<file path="config.mk">
export PLATFORM = sky130hd
export DESIGN_NAME = fc_queue
export DESIGN_NICKNAME = d
export VERILOG_FILES = /design/src/rtl/core/fc_pkg.sv /design/src/rtl/core/fc_queue.sv
export SDC_FILE = /design/constraint.sdc
export NUM_CORES = 1
export LEC_CHECK = 0
export BUFFER_PORTS_ARGS = -buffer_cell sky130_fd_sc_hd__buf_2
export CORE_MARGIN = 2
export CORE_UTILIZATION = 45
export CTS_BUF_LIST = sky130_fd_sc_hd__clkbuf_8
export DETAILED_ROUTE_END_ITERATION = 10
export PLACE_DENSITY = 0.67
export SLEW_MARGIN = 20
export SYNTH_ARGS = -nofsm -noshare
export SYNTH_HDL_FRONTEND = slang
export SYNTH_SLANG_ARGS = --single-unit
</file>
<file path="constraint.sdc">
create_clock -name i_clk -period 2 [get_ports i_clk]
set_clock_uncertainty 0.1 [all_clocks]
set_input_delay 0.2 -clock i_clk [delete_from_list [all_inputs] [get_ports i_clk]]
set_output_delay 0.2 -clock i_clk [all_outputs]
set_load 0.02 [all_outputs]
</file>
<file path="src/rtl/core/fc_pkg.sv">
`timescale 1ns / 1ps
`default_nettype none
// ----------------------------------------------------------------------------
// FIR full convolution package
// Shared constants, command kinds and stage bundles.
// ----------------------------------------------------------------------------
package fc_pkg;

    localparam int TAPS     = 64;
    localparam int SAMPLE_W = 16;
    localparam int COEF_W   = 16;
    localparam int VALUE_W  = 16;
    localparam int FUNC_W   = 2;
    localparam int IDX_W    = 6;
    localparam int TC_W     = 7;
    localparam int OUT_W    = 38;
    localparam int PROD_W   = SAMPLE_W + COEF_W;
    localparam int TAIL_W   = $clog2(TAPS);
    localparam int LEVELS   = $clog2(TAPS);
    localparam int TREE_N   = 1 << LEVELS;
    localparam int Q_DEPTH  = 4;
    localparam int QPTR_W   = $clog2(Q_DEPTH);
    localparam int QCNT_W   = $clog2(Q_DEPTH + 1);

    localparam logic [FUNC_W-1:0] FUNC_LOAD   = 2'd0;
    localparam logic [FUNC_W-1:0] FUNC_SAMPLE = 2'd1;
    localparam logic [FUNC_W-1:0] FUNC_FLUSH  = 2'd2;

    localparam logic [TC_W-1:0] TC_RESET = 7'd64;

    typedef enum logic [1:0] {
        KIND_LOAD,
        KIND_SAMPLE,
        KIND_FLUSH
    } t_kind;

    typedef struct packed {
        t_kind                      kind;
        logic [IDX_W-1:0]           idx;
        logic signed [VALUE_W-1:0]  value;
    } t_cmd;

    typedef struct packed {
        logic vld;
        logic last;
    } t_prod_ctrl;

endpackage
`default_nettype wire

</file>
<file path="src/rtl/core/fc_queue.sv">
`timescale 1ns / 1ps
`default_nettype none
// ----------------------------------------------------------------------------
// FIR command queue
// Short FIFO between the front end and the filter engine.
// ----------------------------------------------------------------------------
module fc_queue (
    input  wire logic           i_clk,
    input  wire logic           i_rst_n,
    input  wire logic           i_push,
    input  fc_pkg::t_cmd        i_cmd,
    output logic                o_full,
    output logic                o_valid,
    output fc_pkg::t_cmd        o_cmd,
    input  wire logic           i_pop
);
    import fc_pkg::*;

    t_cmd               r_mem [Q_DEPTH];
    logic [QPTR_W-1:0]  r_wr;
    logic [QPTR_W-1:0]  r_rd;
    logic [QCNT_W-1:0]  r_cnt;
    logic               do_pop;

    assign o_full  = (r_cnt == QCNT_W'(Q_DEPTH));
    assign o_valid = (r_cnt != '0);
    assign o_cmd   = r_mem[r_rd];
    assign do_pop  = i_pop && o_valid;

    always_ff @(posedge i_clk) begin
        if (i_push) begin
            r_mem[r_wr] <= i_cmd;
        end
    end

    always_ff @(posedge i_clk) begin
        if (!i_rst_n) begin
            r_wr  <= '0;
            r_rd  <= '0;
            r_cnt <= '0;
        end else begin
            if (i_push) begin
                r_wr <= r_wr + 1'b1;
            end
            if (do_pop) begin
                r_rd <= r_rd + 1'b1;
            end
            if (i_push && !do_pop) begin
                r_cnt <= r_cnt + 1'b1;
            end else if (!i_push && do_pop) begin
                r_cnt <= r_cnt - 1'b1;
            end
        end
    end

endmodule
`default_nettype wire

</file>
==> run_results.csv <==
group,metric,value,unit
floorplanning,die_area,9610,sq um
cells_and_area,most_common_cell_after_layout_fill_and_taps_aside,"sky130_fd_sc_hd__edfxtp_1",
route,drt_first_pass_iters,4,
power,p_sw_share,28.0,%
global_route,grt_antenna_before_repair,0,
timing,report.final.setup_viol,0,
power,sequentialPowerShare,48.2,%
clocking,clock_path_buffers,2,
timing,finalWorstSetupSlack,0.0441,ns
timing,max_freq,511,MHz
yosys,syn-mean-instance-area,23.6,sq um
place,gp_congestion,0.684,
cells_and_area,fin_cells,383,
critical_path,crit_path_max_fanout,5,
floorplanning,die_y,98.0,um
route,routed_wire_length_per_instance,17.0,um
global_route,total_global_routing_overflow,0,
route,first_iter_violations,102,
route,remaining_drc_errors,0,
power,intPower,3940,uW
flow_run,max_cap_viol_count,0,
outcome,run_status,"finished, final reports clean",
place,placement.io_buffers,53,
yosys,syn_area,3980,sq um
yosys,yosys_warnings,0,
clocking,clk_pin_slew_worst_paths,0.09,ns
yosys,distinct_cell_type_count_of_the_synthesized_netlist,22,
critical_path,worst-setup-path-type,"flop to output pin",
yosys,post_synth_inst_count,169,
clocking,clock_insertion_delay_worst_skew,0.35,ns
place,place.detailed.hpwl,4170,um
timing,setup_repair_after_global_routing_missed_its_margin,"true",
critical_path,startpoint_type,"flop",
timing,slew_at_the_pin_with_the_worst_max_slew_slack,0.520,ns
clocking,cts_tree,"yes",
cells_and_area,count_of_nets_after_finishing,305,
power,peakVddDrop,719,uV
clocking,h-tree-depth,3,
clocking,clock-root-buffer,"sky130_fd_sc_hd__clkbuf_8",
timing,worst_hold_slack,0.0493,ns
route,dr_total_vias,1906,
critical_path,cp_data_required_time,1.70,ns
global_route,grt_first_pass_wirelength,10300,um
global_route,grt_max_degree,17,
cells_and_area,final_layout_size_suffix_gt1_share,42.2,%
yosys,syn_nets,203,
power,total_switching_power,1540,uW
timing,report.final.hold_viol_count,0,
worst_hold_path,hold_path_class,"input pin to flop",
critical_path,crit_path_end_kind,"output pin",
cells_and_area,area_delta_synth_final,24.3,%
timing,relSlewSlack,65.3,%
power,p_leak,0.00174,uW
clocking,numCtsBuffers,9,
yosys,synth-seq-cells,105,
timing,slew_violations,0,
cells_and_area,antennaDiodeCount,0,
power,proportion_of_power_drawn_by_the_clock_network,22.4,%
power,totalPowerFinal,5480,uW
power,power.density_cell_area,1110,nW/um^2
critical_path,worst_ep_arrival_time,1.66,ns
timing,finalWorstPathRequiredPeriod,1.96,ns
route,route.antenna.remaining_nets,0,
route,viasPerCell,4.98,
power,combinationalPowerShare,29.4,%
timing,finalCritPeriodShare,97.8,%
place,preCtsSetupSlack,0.00706,ns
floorplanning,design.core.area,8640,sq um
floorplanning,die_span_in_x,98.0,um
cells_and_area,most-common-layout-cells,"sky130_fd_sc_hd__edfxtp_1 (96), sky130_fd_sc_hd__buf_2 (52), sky130_fd_sc_hd__dlygate4sd3_1 (24), sky130_fd_sc_hd__mux4_2 (21), sky130_fd_sc_hd__buf_4 (17)",
yosys,sequential_area_share_after_synthesis,77.0,%
floorplanning,fp-row-count,34,
floorplanning,floorplan.io_pins,54,
floorplanning,floorplan.initialDensity,46.1,%
cells_and_area,num-fill-cells,653,
global_route,grt_pass1_vias,1999,
place,numPlacedInstances,340,
route,routed_wl,6520,um
clocking,clock_sink_count,105,
global_route,globalRouteTotalUtil,14.2,%
[cell usage after synthesis]
| cell | count | area [sq um] |
|---|---|---|
| sky130_fd_sc_hd__o311ai_2 | 1 | 16.3 |
| sky130_fd_sc_hd__mux4_1 | 4 | 105 |
| sky130_fd_sc_hd__a21boi_0 | 1 | 7.51 |
| sky130_fd_sc_hd__dfxtp_1 | 9 | 180 |
| sky130_fd_sc_hd__inv_1 | 3 | 11.3 |
| sky130_fd_sc_hd__xor2_1 | 2 | 17.5 |
| sky130_fd_sc_hd__xnor2_1 | 3 | 26.3 |
| sky130_fd_sc_hd__mux2i_1 | 2 | 20.0 |
| sky130_fd_sc_hd__buf_12 | 2 | 40.0 |
| sky130_fd_sc_hd__fa_1 | 1 | 20.0 |
| sky130_fd_sc_hd__or3_1 | 2 | 12.5 |
| sky130_fd_sc_hd__o21ai_0 | 1 | 5.00 |
| sky130_fd_sc_hd__ha_1 | 5 | 62.6 |
| sky130_fd_sc_hd__o31ai_4 | 1 | 21.3 |
| sky130_fd_sc_hd__nor3b_1 | 1 | 7.51 |
| sky130_fd_sc_hd__edfxtp_1 | 96 | 2880 |
| sky130_fd_sc_hd__buf_2 | 2 | 10.0 |
| sky130_fd_sc_hd__nor2b_1 | 2 | 12.5 |
| sky130_fd_sc_hd__clkbuf_1 | 1 | 3.75 |
| sky130_fd_sc_hd__and2_1 | 9 | 56.3 |
| sky130_fd_sc_hd__buf_6 | 1 | 11.3 |
| sky130_fd_sc_hd__mux4_2 | 20 | 450 |
[registers in the layout, summed over array words and instances, names as in the netlist, named ones only]
signal  count
r_mem      96
r_rd        2
r_wr        2
r_cnt       3
[critical path, stage by stage (launching register included)]
cell and delay (ns):
sky130_fd_sc_hd__dfxtp_4 0.42, sky130_fd_sc_hd__buf_4 0.18, sky130_fd_sc_hd__mux4_1 0.53, sky130_fd_sc_hd__buf_2 0.17
[power by group through the flow]
| stage | clock [uW] | combinational (uW) | sequential [uW] |
|---|---|---|---|
| floorplan | 0 | 1100 | 2660 |
| global placement | 0 | 1470 | 2690 |
| detailed placement | 0 | 1490 | 2700 |
| CTS | 1270 | 1590 | 2630 |
| global route | 1350 | 1730 | 2660 |
| finish | 1230 | 1610 | 2640 |
[per-stage QoR]
stage	setup TNS, ns	util [%]	cell area [sq um]
2_1_floorplan	0	-	3990
3_3_place_gp	0	51.7	4470
3_5_place_dp	0	51.7	4470
4_1_cts	0	57.0	4920
5_1_grt	-0.0823	57.3	4950
6_report	0	57.3	4950
[final timing paths]
check	cells after the start	endpoint	start	slack, ns
max	3	o_cmd[23]	flop	0.04
min	2	r_wr[0]$_SDFFE_PN0P_	i_rst_n	0.05
max reg2reg	7	r_cnt[2]$_SDFFE_PN0P_	r_cnt[2]$_SDFFE_PN0P_	0.08
min reg2reg	2	r_wr[1]$_SDFFE_PN0P_	r_wr[1]$_SDFFE_PN0P_	0.47
[logic make-up (layout without fill, tap and decap cells)]
| family | after synthesis | after routing | share of synthesized area, % |
|---|---|---|---|
| DFF | 105 | 105 | 77.0 |
| muxes | 26 | 26 | 14.5 |
| buffers and inverters | 9 | 115 | 1.92 |
| xor gates and xnor gates | 5 | 5 | 1.10 |
| and+or+nand+nor | 14 | 14 | 2.23 |
| adders and majority gates | 6 | 6 | 2.07 |
| AOI/OAI and AO/OA | 4 | 4 | 1.26 |
[layer usage]
layer  wire (um)  track usage, %  vias to the layer above  part of all wire [%]
met3         257            3.72                        5                   3.9
met2        3360            23.7                       40                    52
li1            -               -                      895                     -
met4          82            5.77                        0                   1.3
met5           0               0                        -                     0
met1        2820            17.8                      966                    43
[final cells by class]
type	instances	area, sq um	share of cell area (%)
flip-flops and latches	105	3070	62.1
inverters	3	11.3	0.228
repair buffers	97	704	14.2
well taps	108	135	2.73
clock inverters	6	60.1	1.21
clock buffers	9	124	2.50
multi-input cells	55	842	17.0
[timing repair]
action / in CTS / in global routing
setup endpoints to repair: 20 / 4
gates cloned: 0 / 1
pin swaps: 2 / 3
hold buffers: 24 / 0
resized for setup: 5 / 2
buffers inserted: 3 / 0
endpoints found under the hold margin: 96 / 0
Power figures use the tool's default switching activity.
